File: src/hdl/kla_ram.sv
// Generic single-write, single-read RAM with registered read data.
`timescale 1ns / 1ps
`default_nettype none

module kla_ram #(
    parameter int WIDTH  = 8,
    parameter int DEPTH  = 256,
    parameter int ADDR_W = $clog2(DEPTH)
) (
    input  wire logic              aclk,
    input  wire logic              wr_en,
    input  wire logic [ADDR_W-1:0] wr_addr,
    input  wire logic [WIDTH-1:0]  wr_data,
    input  wire logic [ADDR_W-1:0] rd_addr,
    output logic      [WIDTH-1:0]  rd_data
);

    logic [WIDTH-1:0] mem_reg [DEPTH];
    logic [WIDTH-1:0] rd_data_reg;

    always_ff @(posedge aclk) begin
        if (wr_en) begin
            mem_reg[wr_addr] <= wr_data;
        end
        rd_data_reg <= mem_reg[rd_addr];
    end

    assign rd_data = rd_data_reg;

endmodule

`default_nettype wire

File: config.mk
export PLATFORM = sky130hd
export DESIGN_NAME = kla_ram
export DESIGN_NICKNAME = d
export VERILOG_FILES = /design/src/hdl/kla_ram.sv
export SDC_FILE = /design/constraint.sdc
export NUM_CORES = 2
export LEC_CHECK = 0
export BUFFER_PORTS_ARGS = -buffer_cell sky130_fd_sc_hd__buf_2
export CAP_MARGIN = 40
export CORE_ASPECT_RATIO = 1.2
export CORE_MARGIN = 4
export CORE_UTILIZATION = 50
export CTS_CLUSTER_DIAMETER = 50
export DETAILED_ROUTE_END_ITERATION = 7
export GPL_TIMING_DRIVEN = 0
export PLACE_DENSITY = 0.74
export SLEW_MARGIN = 5
export SYNTH_ARGS = -nofsm -noshare
export SYNTH_HDL_FRONTEND = slang
export SYNTH_SLANG_ARGS = --single-unit
File: constraint.sdc
create_clock -name aclk -period 4.45 [get_ports aclk]
set_input_delay 0.6675 -clock aclk [delete_from_list [all_inputs] [get_ports aclk]]
set_output_delay 0.6675 -clock aclk [all_outputs]
set_load 0.01 [all_outputs]
# Word level (Yosys, flattened, before mapping)
# Memories as Yosys holds them, arrays and structs flattened. A register that Yosys moved wholly into a read port is not among the register bits.
# Index checks and enable logic that the tools add are counted.
[classes]
muxes = 2
[ops]
columns = ["op", "n"]
rows = [
  ["$mux 1", 2],
]
[totals]
reg_bits = 0
ramBits = 2048
input_bits = 26
out_inout_bits = 8
wordCells = 3
memories = 1
[mem_list]
columns = ["name", "depth", "word_bits", "read_ports", "rd_clocked_by_memory_dff", "wr", "line_no", "source"]
rows = [
  ["mem_reg", 256, 8, 1, 1, 1, "18", "logic [WIDTH-1:0] mem_reg [DEPTH];"],
]

# Longest topological paths before layout
[depth]
ltp_word = 2
ltp_mapped = 11

# Least setup slack after synthesis
# OpenSTA, ideal clock, no wires.
[synth_path]
path_kind = "input to register"
from = "input port rd_addr[0]"
to = "register rd_data_reg[2], in the netlist rd_data[2] (read register of mem_reg)"
arrival_time_ns = 2.474
t_required_ns = 4.319
slack_ns = 1.845
cell_stages = 9
path_buffers = 4
path_cell_list = "buf_6 buf_12 buf_8 buf_2 mux4_2 a22oi_1 a21oi_1 nor4_1 nor4_2"
[synth_lines]
columns = ["item", "line_no", "source"]
rows = [
  ["from (decl)", "14", "input wire logic [ADDR_W-1:0] rd_addr,"],
  ["to (decl)", "19", "logic [WIDTH-1:0] rd_data_reg;"],
]

==> results.yml <==
routing:
  routed_via_density: 6.69
  route.antenna.remaining_nets: 0
  drt_wl_total_um: 233000
  drc: 9
  detailed_route_via_count: 42600
  drt-pass1-iter-count: 8
  routed_wire_length_per_instance_um: 36.5
  drt_iter0_drc: 7796
layout:
  filler_cell_count: 11100
  area_of_combinational_cells_with_multiple_inputs_sq_um: 16400
  area.growth.synth_to_final_pct: 12.9
  drive_above_1_share_pct: 23.7
  fin_nets: 4124
  largest_register_ffs: 2048
  final-seq-area_sq_um: 61700
  utilization_pct: 56.7
  instances_no_fill: 6374
placement:
  dpl_worst_slack_ns: -0.290
  globalplace.congestion: 1.02
  dp.final_hpwl_um: 156000
  placed_cells: 6002
  buffer_ports.inserted: 26
pwr:
  switching_share_pct: 21.9
  cell_internal_pwr_w: 0.0307
  power_leakage_nw: 27.9
  pwr-share-seq_pct: 54.4
  power.density_nw_per_um2: 437
  worst_ir_drop_vdd_mv: 0.387
  total_power_w: 0.0393
  power.share.clock_pct: 39.6
  share_comb_of_total_power_pct: 6.0
  netSwitchingPower_w: 0.00860
timing:
  highest_achievable_clock_rate_mhz: 233
  fin_skew_ns: 0.0259
  hold_viol: 0
  final.min_clock_period_ns: 4.30
  worstMarginPinSlew_ns: 1.12
  setup_tns_ns: 0
  post-route-period-util_pct: 96.6
  unrepaired_setup_endpoints_after_global_routing: "no"
  setup_ws_ns: 0.151
  maxSlewHeadroom_pct: 25.0
  maxSlewViolCount: 0
  setup_viol_count_final: 0
die:
  floorplan.die_area_sq_um: 166000
  num_io_pins: 34
  die_height_um: 445
  die-width_um: 372
  initial_utilization_pct: 50.2
  rows: 160
  floorplan.core_area_sq_um: 158000
grt:
  grt_pass1_vias: 42100
  grt_antenna_before_repair: 23
  global_route.usage.total_pct: 28.2
  grt_start_max_net_pins: 151
  grt_first_pass_wirelength_um: 322000
  globalRouteOverflowTotal: 0
synthesis:
  synth-async-reset-ratio_pct: 0
  postSynth.topFlopCell: "edfxtp_1"
  yosys.area_share.xor_xnor_pct: 0
  post_synth_and_or_nand_nor_area_fraction_pct: 2.63
  synth_instances: 3733
  synth_sequential_area_ratio_pct: 77.5
  synth.mux.area_fraction_pct: 14.6
  dominant_cells_by_area_after_synthesis: "edfxtp_1, mux4_2, mux2i_1, nor2_1, a22oi_1"
  synthDominantCellAreaShare_pct: 77.3
  yosysMostFrequentCell: "edfxtp_1"
  synth_cell_area_sq_um: 79600
  netlist.top_cell.by_area: "edfxtp_1"
  mappedNetlistNets: 3759
  synth_top_family_by_area: "multiplexers"
  yosys.cell_types.count: 55
  yosys-top-cells-count: "edfxtp_1, mux4_2, nor2_1"
  synth_enable_flop_cells: 2048
  ys_seq_elements: 2056
  synthAdderAreaFrac_pct: 0
  yosysWarnings: 0
  synth_compound_area_share_pct: 3.42
  syn_avg_cell_area_sq_um: 21.3
status:
  failed_checks: "design-rule violations"
  status: "complete, but fails checks"
min_path:
  timing.hold.worst.class: "in2reg"
worst_setup_path:
  type_of_the_setup_path_with_the_least_slack: "in2reg"
  worst_setup_path_end_kind: "flop"
  timing.rr.end: "rd_data[3]"
  crit_start: "rd_addr[2]"
  ff2ff_setup_slack_ns: 1.17
  reg2reg_depth: 8
  reg2reg_from: "mem_reg[83][3]"
  worst_path_fanout_max: 12
  critical_path.startpoint_type: "primary input"
  critical_path_arrival_ns: 4.93
  worst_setup_path_endpoint: "rd_data[0]"
  critPathRequiredTime_ns: 5.08
run:
  maxCapViolCount: 0
cts:
  numCtsBuffers: 190
  cts_tree: "done"
  clock-root-buffer: "clkbuf_16"
  clk_pin_slew_worst_paths_ns: 0.06
  clock_tree.htree_level_count: 4
  tritoncts_num_sinks: 2056
  cts-resized-gates: 0
  clock_insertion_delay_worst_skew_ns: 0.82
  cts-hold-fix-buffers: 0
  clk_buf_depth: 3
  cts_post_setup_buffers_inserted: 0
cells in the final DEF (no fill, tap or decap), types with 11 or more instances in the layout:
| cell | Yosys | layout |
|---|---|---|
| a211oi_1 | 16 | 16 |
| buf_1 | 22 | 20 |
| mux2i_1 | 134 | 134 |
| buf_16 | 0 | 11 |
| diode_2 | 0 | 16 |
| clkinv_2 | 0 | 26 |
| mux4_2 | 454 | 454 |
| a21oi_1 | 96 | 96 |
| clkbuf_2 | 0 | 15 |
| nor3_1 | 22 | 22 |
| buf_2 | 31 | 74 |
| nor2b_1 | 31 | 31 |
| buf_4 | 27 | 86 |
| buf_6 | 21 | 47 |
| a22oi_1 | 133 | 133 |
| edfxtp_1 | 2048 | 2048 |
| nor2_1 | 282 | 282 |
| clkbuf_16 | 0 | 195 |
| a221oi_1 | 13 | 13 |
| nor4_1 | 24 | 24 |
| nand3_1 | 34 | 34 |
| o22ai_1 | 28 | 28 |
| buf_8 | 13 | 45 |
| clkinv_1 | 1 | 46 |
| clkbuf_1 | 111 | 145 |
| nand2_1 | 33 | 33 |
| o221ai_1 | 46 | 46 |
layout make-up:
cell class              instances  area share, %
flip-flops and latches       2056           68.6
well taps                    2106           2.93
diodes                         16         0.0446
inverters                       2        0.00836
repair buffers                173           1.94
clock inverters                99          0.798
plain buffers                 233           1.63
multi-input cells            1442           18.3
clock buffers                 247           5.72
worst min-delay path by stage:
stage / start / endpoint / slack [ns] / depth (start not counted)
after floorplan: wr_data[0] / mem_reg[0][0] / 0.77 / 0
after global placement: rd_data[3] / rd_data[3] / 1.07 / 1
after detailed placement: rd_data[0] / rd_data[0] / 1.07 / 1
after CTS: wr_data[2] / mem_reg[155][2] / 0.23 / 1
after global routing: wr_data[2] / mem_reg[155][2] / 0.25 / 1
final: wr_data[2] / mem_reg[157][2] / 0.26 / 1
power by group through the flow:
stage | Clock (W) | Sequential [W] | Combinational (W)
finish | 0.0156 | 0.0214 | 0.00234
global route | 0.0164 | 0.0213 | 0.00237
CTS | 0.0156 | 0.0214 | 0.00225
detailed placement | 0 | 0.0218 | 0.00224
global placement | 0 | 0.0218 | 0.00209
floorplan | 0 | 0.0218 | 0.00104
kinds of logic after synthesis:
group                  count (synthesis)
AOI/OAI and AO/OA                    385
and+or+nand+nor                      466
muxes                                591
DFF                                 2056
buffers and inverters                235
routing by layer:
metal  up-vias  track usage, %  part of all wire (%)  routed length [um]
met4        10            18.1                   8.1               18800
li1      16400               -                     -                   -
met2      3588            42.4                    46              106000
met5         -               0                 0.028                  64
met1     21800            34.7                    32               74200
met3       815            10.1                    14               33300
worst max-delay path: stages:
cell and delay [ns]:
buf_2 0.17, buf_2 0.30, buf_2 0.43, nor2_1 0.84, clkbuf_1 0.74, a22oi_1 0.17, a21oi_1 0.55, nor3_1 0.21
nor4_2 0.81
stage by stage:
step / cell area, sq um / hold WS (ns)
CTS: 89700 / 0.228
global placement: 82300 / 1.07
floorplan: 79600 / 0.766
finish: 89800 / 0.263
global route: 89800 / 0.255
detailed placement: 83900 / 1.07
No activity file was read; power rests on OpenSTA's default activity.
