$ cat config.mk
export PLATFORM = sky130hd
export DESIGN_NAME = kla_ctrl
export DESIGN_NICKNAME = d
export VERILOG_FILES = /design/src/hdl/kla_pkg.sv /design/src/hdl/kla_ctrl.sv
export SDC_FILE = /design/constraint.sdc
export NUM_CORES = 1
export LEC_CHECK = 0
export BUFFER_PORTS_ARGS = -buffer_cell sky130_fd_sc_hd__buf_4
export CORE_AREA = 2 2 94 96
export CTS_BUF_LIST = sky130_fd_sc_hd__clkbuf_2 sky130_fd_sc_hd__clkbuf_4 sky130_fd_sc_hd__clkbuf_8
export DETAILED_ROUTE_END_ITERATION = 10
export DIE_AREA = 0 0 96 98
export HOLD_SLACK_MARGIN = 0.06
export PLACE_DENSITY = 0.65
export SETUP_SLACK_MARGIN = 0.2
export SYNTH_ARGS = -nofsm -noshare
export SYNTH_HDL_FRONTEND = slang
export SYNTH_SLANG_ARGS = --single-unit
export TNS_END_PERCENT = 30
$ cat constraint.sdc
create_clock -name aclk -period 2.55 [get_ports aclk]
set_input_delay 0.3825 -clock aclk [delete_from_list [all_inputs] [get_ports aclk]]
set_output_delay 0.3825 -clock aclk [all_outputs]
set_load 0.005 [all_outputs]
$ cat src/hdl/kla_pkg.sv
// Shared types, widths and codes for the k-th ancestor block.
`timescale 1ns / 1ps
`default_nettype none

package kla_pkg;

    localparam int DEF_NODES  = 1024;
    localparam int DEF_LEVELS = 11;

    localparam int NODE_IN_W  = 10;
    localparam int STEPS_W    = 11;
    localparam int ANC_W      = 10;

    localparam int S_TDATA_W  = 32;
    localparam int S_TUSER_W  = 2;
    localparam int M_TDATA_W  = 16;

    localparam logic CMD_LOAD  = 1'b0;
    localparam logic CMD_QUERY = 1'b1;

    typedef enum logic [2:0] {
        ST_CLEAR,
        ST_IDLE,
        ST_RB_RD,
        ST_RB_HALF,
        ST_RB_FULL,
        ST_WK_SCAN,
        ST_WK_READ,
        ST_DONE
    } kla_state_t;

    typedef struct packed {
        logic [ANC_W-1:0] ancestor;
        logic             found;
    } kla_res_t;

endpackage

`default_nettype wire

$ cat src/hdl/kla_ctrl.sv
// Sequencer for clearing, table rebuild and ancestor walk over the jump-table RAM.
`timescale 1ns / 1ps
`default_nettype none

module kla_ctrl #(
    parameter int NODES  = kla_pkg::DEF_NODES,
    parameter int LEVELS = kla_pkg::DEF_LEVELS,
    parameter int ADDR_W = 14,
    parameter int ENT_W  = 11
) (
    input  wire logic                             aclk,
    input  wire logic                             aresetn,
    input  wire logic                             in_valid,
    output logic                                  in_ready,
    input  wire logic                             in_cmd,
    input  wire logic [kla_pkg::NODE_IN_W-1:0]    in_node,
    input  wire logic [kla_pkg::NODE_IN_W-1:0]    in_par,
    input  wire logic                             in_hasp,
    input  wire logic [kla_pkg::STEPS_W-1:0]      in_steps,
    output logic                                  ram_wr_en,
    output logic      [ADDR_W-1:0]                ram_wr_addr,
    output logic      [ENT_W-1:0]                 ram_wr_data,
    output logic      [ADDR_W-1:0]                ram_rd_addr,
    input  wire logic [ENT_W-1:0]                 ram_rd_data,
    output logic                                  res_valid,
    output kla_pkg::kla_res_t                     res,
    input  wire logic                             res_ready
);

    import kla_pkg::*;

    localparam int NODE_W  = ENT_W - 1;
    localparam int LVL_W   = ADDR_W - NODE_W;
    localparam int LVC_W   = $clog2(LEVELS + 1);
    localparam int DEPTH   = LEVELS * (2 ** NODE_W);
    localparam int WALK_LV = (LEVELS < STEPS_W) ? LEVELS : STEPS_W;

    kla_state_t         state_reg, state_next;
    logic [LVC_W-1:0]   lvl_reg, lvl_next;
    logic [NODE_W-1:0]  vtx_reg, vtx_next;
    logic [ADDR_W-1:0]  clr_reg, clr_next;
    logic [NODE_W-1:0]  node_reg, node_next;
    logic [STEPS_W-1:0] k_reg, k_next;
    logic               ok_reg, ok_next;
    logic               stale_reg, stale_next;

    logic [LVL_W-1:0]   lvl_lo;
    logic [LVL_W-1:0]   lvl_dn;
    logic [NODE_W-1:0]  mid;
    logic               ent_ok;
    logic               adv;
    logic               in_node_ok;
    logic               in_par_ok;

    assign lvl_lo     = lvl_reg[LVL_W-1:0];
    assign lvl_dn     = LVL_W'(lvl_reg - LVC_W'(1));
    assign mid        = ram_rd_data[NODE_W-1:0];
    assign ent_ok     = ram_rd_data[NODE_W] && (32'(mid) < 32'(NODES));
    assign in_node_ok = 32'(in_node) < 32'(NODES);
    assign in_par_ok  = 32'(in_par) < 32'(NODES);

    always_ff @(posedge aclk) begin
        if (!aresetn) begin
            state_reg <= ST_CLEAR;
            clr_reg   <= '0;
            stale_reg <= 1'b0;
            lvl_reg   <= '0;
            vtx_reg   <= '0;
            ok_reg    <= 1'b0;
        end else begin
            state_reg <= state_next;
            clr_reg   <= clr_next;
            stale_reg <= stale_next;
            lvl_reg   <= lvl_next;
            vtx_reg   <= vtx_next;
            ok_reg    <= ok_next;
        end
    end

    always_ff @(posedge aclk) begin
        node_reg <= node_next;
        k_reg    <= k_next;
    end

    always_comb begin
        state_next  = state_reg;
        lvl_next    = lvl_reg;
        vtx_next    = vtx_reg;
        clr_next    = clr_reg;
        node_next   = node_reg;
        k_next      = k_reg;
        ok_next     = ok_reg;
        stale_next  = stale_reg;
        ram_wr_en   = 1'b0;
        ram_wr_addr = '0;
        ram_wr_data = '0;
        ram_rd_addr = '0;
        in_ready    = 1'b0;
        res_valid   = 1'b0;
        adv         = 1'b0;

        case (state_reg)
            ST_CLEAR: begin
                ram_wr_en   = 1'b1;
                ram_wr_addr = clr_reg;
                clr_next    = clr_reg + ADDR_W'(1);
                if (clr_reg == ADDR_W'(DEPTH - 1)) begin
                    state_next = ST_IDLE;
                end
            end
            ST_IDLE: begin
                in_ready = 1'b1;
                if (in_valid) begin
                    if (in_cmd == CMD_LOAD) begin
                        if (in_node_ok) begin
                            ram_wr_en   = 1'b1;
                            ram_wr_addr = {LVL_W'(0), NODE_W'(in_node)};
                            ram_wr_data = (in_hasp && in_par_ok) ?
                                          {1'b1, NODE_W'(in_par)} : '0;
                            stale_next  = 1'b1;
                        end
                    end else begin
                        node_next = NODE_W'(in_node);
                        k_next    = in_steps;
                        ok_next   = in_node_ok;
                        vtx_next  = '0;
                        if (stale_reg && (LEVELS > 1)) begin
                            lvl_next   = LVC_W'(1);
                            state_next = ST_RB_RD;
                        end else begin
                            lvl_next   = '0;
                            stale_next = 1'b0;
                            state_next = ST_WK_SCAN;
                        end
                    end
                end
            end
            ST_RB_RD: begin
                ram_rd_addr = {lvl_dn, vtx_reg};
                state_next  = ST_RB_HALF;
            end
            ST_RB_HALF: begin
                if (ent_ok) begin
                    ram_rd_addr = {lvl_dn, mid};
                    state_next  = ST_RB_FULL;
                end else begin
                    ram_wr_en   = 1'b1;
                    ram_wr_addr = {lvl_lo, vtx_reg};
                    adv         = 1'b1;
                end
            end
            ST_RB_FULL: begin
                ram_wr_en   = 1'b1;
                ram_wr_addr = {lvl_lo, vtx_reg};
                ram_wr_data = ram_rd_data;
                adv         = 1'b1;
            end
            ST_WK_SCAN: begin
                if (!ok_reg || (lvl_reg == LVC_W'(WALK_LV))) begin
                    state_next = ST_DONE;
                end else if (k_reg[0]) begin
                    ram_rd_addr = {lvl_lo, node_reg};
                    state_next  = ST_WK_READ;
                end else begin
                    k_next   = k_reg >> 1;
                    lvl_next = lvl_reg + LVC_W'(1);
                end
            end
            ST_WK_READ: begin
                if (ent_ok) begin
                    node_next = mid;
                end else begin
                    ok_next = 1'b0;
                end
                k_next     = k_reg >> 1;
                lvl_next   = lvl_reg + LVC_W'(1);
                state_next = ST_WK_SCAN;
            end
            ST_DONE: begin
                res_valid = 1'b1;
                if (res_ready) begin
                    state_next = ST_IDLE;
                end
            end
            default: begin
                state_next = ST_IDLE;
            end
        endcase

        // advance to the next node, then the next level, then start the walk
        if (adv) begin
            vtx_next   = vtx_reg + NODE_W'(1);
            state_next = ST_RB_RD;
            if (vtx_reg == NODE_W'(NODES - 1)) begin
                vtx_next = '0;
                lvl_next = lvl_reg + LVC_W'(1);
                if (lvl_reg == LVC_W'(LEVELS - 1)) begin
                    stale_next = 1'b0;
                    lvl_next   = '0;
                    state_next = ST_WK_SCAN;
                end
            end
        end
    end

    assign res.ancestor = ok_reg ? ANC_W'(node_reg) : '0;
    assign res.found    = ok_reg;

endmodule

`default_nettype wire

=== Word-level counts from Yosys, hierarchy flattened ===
Index checks and enable logic that the tools add are counted.

* Add/sub/neg operators: 4
* Eq/ne operators: 23
* Multiplexer cells: 66
* Reductions and logical operators: 16

{| class="wikitable"
|+ Operator list
! kind !! number
|-
| $mux 10 || 11
|-
| $mux 11 || 7
|-
| $mux 14 || 4
|-
| $pmux 14 s4 || 1
|-
| $pmux 14 s3 || 1
|-
| $mux 3 || 11
|-
| $pmux 11 s3 || 1
|-
| $mux 4 || 7
|-
| $pmux 11 s2 || 1
|-
| $pmux 3 s7 || 1
|-
| $pmux 10 s2 || 1
|-
| $mux 1 || 16
|-
| $ne 3x3->1 const B || 5
|-
| $add 14x1->14 const B || 1
|-
| $eq 14x14->1 const B || 1
|-
| $eq 3x3->1 const B || 4
|-
| $ne 2x2->1 const B || 6
|-
| $pmux 4 s3 || 1
|-
| $reduce_and 4->1 || 3
|-
| $add 10x1->10 const B || 1
|-
| $eq 10x10->1 const B || 1
|-
| $eq 4x4->1 const B || 2
|-
| $reduce_bool 2->1 || 4
|-
| $reduce_bool 8->1 || 1
|-
| 15 further kinds || 17
|}

* Flip-flop bits (word level): 54
* Input bits: 48
* Output and inout bits: 53

=== Depth between registers and ports, before layout ===
Gate-level depths: netlist of run 1.

* Depth in word-level cells: 7
* Gate-level depth with buffers: 7

=== Worst setup path after synthesis of run 1 ===
OpenSTA, ideal clock, no wires.

* Path kind: reg-to-reg
* Start point: register state_reg[1]
* End point: register node_reg[0], enable pin
* Setup time: 0.391 ns
* Data arrival time: 1.886 ns
* Data required time: 2.159 ns
* Slack: 0.273 ns
* Stages on the path, launching flop included: 6
* Buffers on the path: 2
* Period minus slack after synthesis: 2.277 ns
* Cell sequence: dfxtp_1 buf_6 nor2b_1 nand2_1 clkbuf_1 o21ai_0

* Cells in the longest elaborated chain, start to end: 3
* Elaborated cells between the ends (all ways): 7
* Those cells by class: eq/ne: 5; reduce/logical: 2

{| class="wikitable"
|+ Ends and longest elaborated chain
! element !! line !! text
|-
| start: declaration || kla_ctrl.sv:38 || <nowiki>kla_state_t state_reg, state_next;</nowiki>
|-
| start signal: assignment || kla_ctrl.sv:71 || <nowiki>state_reg <= state_next;</nowiki>
|-
| $eq 3x3->1 / $eq 3x1->1 (equally long branches) || kla_ctrl.sv:102 || <nowiki>case (state_reg)</nowiki>
|-
| $ne 2x2->1 (no line) / $reduce_bool 2->1 (equally long branches) || n/a ||
|-
| $reduce_and 4->1 (no line) (*) || n/a ||
|-
| end signal: assignment || kla_ctrl.sv:81 || <nowiki>node_reg <= node_next;</nowiki>
|-
| end: declaration || kla_ctrl.sv:42 || <nowiki>logic [NODE_W-1:0] node_reg, node_next;</nowiki>
|}

Every way passes the cells marked *; elsewhere a longest branch is shown, timed or not.
A chain may end at the register's enable or synchronous reset.

=== Worst setup path after layout of run 1 ===
* Start point: register lvl_reg[1], in the netlist lvl_lo[1]
* End point: output ram_rd_addr[2]

* Cells in the longest elaborated chain, start to end: 4

{| class="wikitable"
|+ Ends and longest elaborated chain
! element !! line !! text
|-
| start: declaration || kla_ctrl.sv:39 || <nowiki>logic [LVC_W-1:0] lvl_reg, lvl_next;</nowiki>
|-
| start signal: assignment || kla_ctrl.sv:74 || <nowiki>lvl_reg <= lvl_next;</nowiki>
|-
| $eq 4x4->1 || kla_ctrl.sv:159 || <nowiki>if (!ok_reg || (lvl_reg == LVC_W'(WALK_LV))) begin</nowiki>
|-
| $logic_or 1x1->1 || kla_ctrl.sv:159 ||
|-
| $mux 14 || kla_ctrl.sv:159 ||
|-
| $pmux 14 s3 || kla_ctrl.sv:102 ||
|-
| end: declaration || kla_ctrl.sv:23 || <nowiki>output logic [ADDR_W-1:0] ram_rd_addr,</nowiki>
|}

No other way between the ends.

==> results.yml, run 1 <==
timing:
  tightest_slew_ns: 1.143
  min_period_ns: 2.334
  report.final.slew_viol_count: 0
  fin_skew_ns: 0.01529
  hold_slack_ns: 0.3570
  rsz0062_at_grt: "yes"
  period_share_pct: 91.54
  tns_ns: 0
  finalSetupViolCount: 0
  finalHoldViolations: 0
  relSlewSlack_pct: 22.97
  max_freq_mhz: 428.4
worst_setup_path:
  critPathMaxFanout: 7
  crit_path_start_kind: "register"
  cp_data_required_time_ns: 2.17
  endpoint_kind: "output pin"
  reg2reg_depth: 4
  cp.arrival_ns: 1.95
  crit_type: "register to output pin"
status:
  status: "finished, final reports clean"
clock_tree:
  htree_levels: 2
  numCtsBuffers: 5
  cts_hold_buf: 0
  clk_latency_ns: 0.31
  cts.path.max_buffers: 2
  clk_pin_slew_ns: 0.09
  cts_tree: "yes"
  cts_root_buf: "clkbuf_8"
  cts_sinks: 54
min_path:
  hold_depth: 2
  min_path_type: "input port to register"
synth:
  synth_top_family_by_area: "simple AND/OR/NAND/NOR gates"
  synthTopCellsByArea: "dfxtp_1 (19%), edfxtp_1 (18%), a222oi_1 (5.9%)"
  synthesis.area_um2: 3416
  ys_top_cells_by_count: "dfxtp_1 (33), and2_1 (27), inv_1 (27)"
  synthMostInstantiatedCell: "dfxtp_1"
  synth_fa_ha_area_share_pct: 2.198
  ys_types: 56
  synth_mux_area_share_pct: 4.176
  synth_xor_area_share_pct: 4.359
  synth_top_area_share_pct: 19.34
  synth-edff-count: 21
  synth.yosys.warnings: 0
  synth-compound-area-share_pct: 21.94
  yosysSeqAreaShare_pct: 37.80
  yosys.area_share.simple_pct: 22.97
  syn-num-nets: 426
  syn_area_per_cell_um2: 9.182
  async_flop_share_pct: 0
  synth-seq-cells: 54
  synth.largest_area_cell: "dfxtp_1"
  syn-instance-count: 372
  synth_top_flop_cell: "dfxtp_1"
placement:
  hpwl_mm: 7.608
  gp_congestion: 0.8988
  numPortBuffers: 100
  placed_area_um2: 4304
power_and_ir_drop:
  cellLeakagePower_uw: 0.002064
  p_per_area_nw_per_um2: 351.2
  ir_drop_uv: 347.4
finish:
  fillers: 768
  seq_area_um2: 1309
  antenna_cells: 0
  fin_nets: 537
  largest_reg_flops: 14
  final_cell_area_um2: 4597
  drive_gt1_share_pct: 36.78
  area_growth_pct: 34.58
  multiInputGateArea_um2: 1951
route:
  num_vias: 3382
  drt_iter0_drc: 270
  drc: 0
  wl_mm: 10.47
  via_per_inst: 5.713
  ant_nets: 0
  dr.pass1.iters: 9
  routedWlPerCell_um: 17.68
floorplan:
  fp.coreArea_um2: 8466
  chipHeight_um: 98
  die_w_um: 96
  fp.dieArea_um2: 9408
  start_util_pct: 40.35
  rows: 34
  io_pins: 101
grt:
  overflow: 0
  grt_max_degree: 27
  grt_pass1_wl_mm: 15.30
  antenna_found_initial: 0
  track_usage_pct: 20.85
  grt_pass1_vias: 2941
flow_run:
  maxCapViolCount: 0
==> cell families (layout without fill, tap and decap cells) <==
group                    Yosys count  count (layout)
multiplexers                      13              13
flip-flops                        54              54
AND/OR/NAND/NOR                  133             134
XOR/XNOR                          17              17
AO/OA/AOI/OAI                     95              95
adder cells (fa/ha/maj)            6               6
buffers and inverters             54             165
==> per-stage QoR <==
step / power [uW] / setup WS (ns) / std cells / utilization, %
2_1_floorplan: 962.1 / 0.2732 / 372 / -
3_3_place_gp: 1046 / 0.2157 / 569 / 50.84
3_5_place_dp: 1047 / 0.1555 / 569 / 50.84
4_1_cts: 1628 / 0.1341 / 578 / 52.56
5_1_grt: 1673 / 0.1278 / 592 / 54.30
6_report: 1614 / 0.2158 / 592 / 54.30
==> area by class of cell <==
class	count	share of cell area, %
clock buffers	6	1.660
multi-input cells	265	42.43
clock inverters	2	0.7893
well taps	108	2.940
repair buffers	130	21.50
inverters	27	2.205
flip-flops and latches	54	28.47
==> critical path: stages, from the launching register on <==
cell	delay [ns]
dfxtp_4	0.38
ha_4	0.13
nand3b_1	0.12
and3_4	0.23
and3_4	0.22
a222oi_1	0.36
inv_1	0.07
buf_4	0.14
==> path summary, 6_finish.rpt <==
kind / start / to / slack [ns]
worst max register to register: state_reg[1] / k_reg[0] / 0.43
worst max-delay path: lvl_lo[1] / ram_rd_addr[2] / 0.22
worst min-delay path: in_steps[10] / k_reg[10] / 0.36
worst min register to register: lvl_lo[1] / lvl_lo[1] / 0.52
==> layer usage <==
| metal | GRT usage, % | up-vias | share of wire [%] |
|---|---|---|---|
| li1 | - | 1597 | - |
| met1 | 28.02 | 1598 | 42 |
| met2 | 34.56 | 171 | 48 |
| met3 | 3.009 | 16 | 7.7 |
| met4 | 5.934 | 0 | 2.0 |
| met5 | 0 | - | 0 |
==> cells in the final DEF, fill, tap and decap left out, drive strengths merged, types with 10 or more instances in the layout <==
cell type / instances
o21ai: 20
and2: 27
nand3: 13
a222oi: 20
inv: 28
mux2: 10
nor2: 18
dfxtp: 33
nand2: 22
a21oi: 11
edfxtp: 21
xnor2: 13
buf: 129
a22o: 22
==> power breakdown <==
part	switching, uW	internal, uW
sequential	4.14	894
combinational	49.4	76.2
clock	286	305
==> what timing repair did <==
item	in CTS	in global routing
setup buffers	0	14
gates resized for setup	11	15
pin swaps	3	8
gates cloned	1	0
setup endpoints to repair	35	35
No activity file was read; power rests on OpenSTA's default activity.
==> inputs of run 2 (changes only) <==
Settings changed: ABC_AREA from default to 1, CORE_AREA 2 2 94 96 to 2 2 95 97, CTS_CLUSTER_DIAMETER from default to 120, DIE_AREA 0 0 96 98 to 0 0 97 99, PLACE_DENSITY 0.65 to 0.66.
==> run 2 against run 1 <==
  * Wire length up 2.6%
  * Utilization decreased by 1.3 points
  * First-iteration DRC count fell by 23%
  * Die area rose by 2.1%
  * Hold slack got worse by 0.018 ns
  * Design area decreased by 1.5%
  * Clock power fell by 11%
  * Critical path depth is 1 lower
  * Fmax up 2.5%
  * Clock skew up 0.0020 ns
==> results.yml, run 2 <==
synth:
  synth_top_flop_cell: "dfxtp_1"
  synth-edff-count: 21
  synthesis.area_um2: 3540
  syn_area_per_cell_um2: 6.729
  ys_top_cells_by_count: "nand2_1 (125), inv_1 (90), o21ai_0 (55)"
  async_flop_share_pct: 0
  synth-seq-cells: 54
  synth_top_area_share_pct: 18.66
  synthTopCellsByArea: "dfxtp_1 (19%), edfxtp_1 (18%), nand2_1 (13%)"
  syn-num-nets: 580
  syn-instance-count: 526
  synth.yosys.warnings: 0
  synth.largest_area_cell: "dfxtp_1"
  synthMostInstantiatedCell: "nand2_1"
  ys_types: 38
  yosysSeqAreaShare_pct: 36.48
worst_setup_path:
  crit_path_start_kind: "register"
  crit_type: "register to output pin"
  endpoint_kind: "output pin"
  critPathMaxFanout: 18
  cp.arrival_ns: 1.89
  cp_data_required_time_ns: 2.17
  reg2reg_from: "lvl_lo[0]"
  crit_start: "state_reg[0]"
timing:
  tns_ns: 0
  period_share_pct: 89.27
  finalSetupViolCount: 0
  relSlewSlack_pct: 73.83
  min_period_ns: 2.276
  tightest_slew_ns: 0.3921
  rsz0062_at_grt: "yes"
  report.final.slew_viol_count: 0
  max_freq_mhz: 439.3
  fin_skew_ns: 0.01729
  finalHoldViolations: 0
clock_tree:
  clk_latency_ns: 0.32
  numCtsBuffers: 5
  clk_pin_slew_ns: 0.11
  cts_hold_buf: 0
  cts_tree: "yes"
  cts.path.max_buffers: 2
  cts_root_buf: "clkbuf_8"
  cts_sinks: 54
  htree_levels: 2
route:
  drc: 0
  routedWlPerCell_um: 14.67
  ant_nets: 0
  drt_iter0_drc: 207
  via_per_inst: 5.148
  wl_mm: 10.74
  num_vias: 3768
  dr.pass1.iters: 6
grt:
  overflow: 0
  grt_max_degree: 26
  grt_pass1_wl_mm: 17.60
  grt_pass1_vias: 3530
  track_usage_pct: 22.32
  antenna_found_initial: 0
power_and_ir_drop:
  intPower_uw: 1695
  p_sw_uw: 1157
  pwr-share-clk_pct: 18.4
  ir_drop_uv: 256.4
  power_frac_seq_pct: 40.3
  netSwitchingFraction_pct: 40.57
  p_per_area_nw_per_um2: 629.6
  comb_power_share_pct: 41.3
  cellLeakagePower_uw: 0.002122
finish:
  layout_common_cells: "nand2_1 (121), buf_4 (105), inv_1 (88)"
  fin_nets: 677
  final_common_cell: "nand2_1"
  largest_reg_flops: 14
  drive_gt1_share_pct: 23.40
  area_growth_pct: 27.96
  antenna_cells: 0
  final_cells: 732
floorplan:
  chipHeight_um: 99
  fp.dieArea_um2: 9603
  rows: 34
  fp.coreArea_um2: 8551
  io_pins: 101
  die_w_um: 97
  start_util_pct: 41.40
status:
  status: "finished, final reports clean"
placement:
  numPortBuffers: 100
  place_inst: 721
  hpwl_mm: 8.134
  gp_congestion: 0.9142
flow_run:
  maxCapViolCount: 0
min_path:
  min_path_type: "input port to register"
  worstHoldStart: "in_steps[0]"
run 2: cell count changes after synthesis, moves of 21 or more:
| cell | change |
|---|---|
| nor2_1 | +30 |
| nand3_1 | +21 |
| nand2_1 | +103 |
| inv_1 | +63 |
| o21ai_0 | +35 |
| a22o_1 | -22 |
| and2_1 | -27 |
run 2: final timing paths:
path / to / slack (ns) / cells past startpoint
setup / recovery: ram_wr_addr[8] / 0.27 / 6
hold / removal: k_reg[0] / 0.34 / 3
setup reg to reg: k_reg[8] / 0.59 / 8
hold reg to reg: stale_reg / 0.50 / 2
run 2: what timing repair did:
| action | CTS | global route |
|---|---|---|
| cloned | 2 | 0 |
| endpoints found under the setup margin | 39 | 23 |
| setup buffers | 1 | 0 |
| gates resized for setup | 9 | 9 |
run 2: kinds of logic (layout without fill, tap and decap cells):
logic type / after synthesis / after routing / synth area share, %
buffers and inverters: 113 / 211 / 12.90
AOI/OAI and AO/OA: 112 / 112 / 18.31
DFF: 54 / 54 / 36.48
and+or+nand+nor: 237 / 237 / 29.20
xor gates and xnor gates: 4 / 4 / 0.9899
adders and majority gates: 6 / 6 / 2.121
run 2: final cells by class:
class / count / area [um^2]
fillers: 882 / 4021
multi-input cells: 359 / 1819
flip-flops and latches: 54 / 1297
repair buffers: 106 / 799.5
inverters: 95 / 371.6
well taps: 108 / 135.1
clock buffers: 5 / 68.82
clock inverters: 3 / 22.52
repair inverters: 2 / 15.01
run 2: stage by stage:
step                worst slack, ns  util [%]  total power, uW  instance area [um^2]  hold slack, ns
finish                       0.2737     52.97             2852                  4529          0.3392
global route                 0.1467     52.97             3050                  4529          0.3469
CTS                          0.1386     52.69             2848                  4506          0.3345
detailed placement           0.3379     51.11             2282                  4370          0.4855
global placement             0.3817     51.11             2267                  4370          0.4749
floorplan                    0.4519         -             1863                  3540          0.4592
run 2: routing by layer:
metal  part of all wire (%)  vias to the layer above  global-route usage [%]  routed length (um)
li1                       -                     1910                       -                   -
met1                     44                     1709                   30.15                4743
met2                     48                      131                   37.87                5149
met3                    6.1                       18                   3.333                 657
met4                    1.8                        0                   5.309                 191
met5                      0                        -                       0                   0
run 2: critical path, cell delays in order (launching register included):
cell	delay, ns
dfxtp_2	0.37
nor2_1	0.28
nand2_4	0.21
nand2_4	0.19
inv_8	0.09
o21ai_0	0.26
buf_4	0.17
run 2: power by group through the flow:
stage	logic [uW]	clock network, uW	registers, uW
after floorplan	732	0	1130
after global routing	1310	566	1170
after detailed placement	1120	0	1160
final	1180	524	1150
after global placement	1110	0	1150
after CTS	1170	538	1140
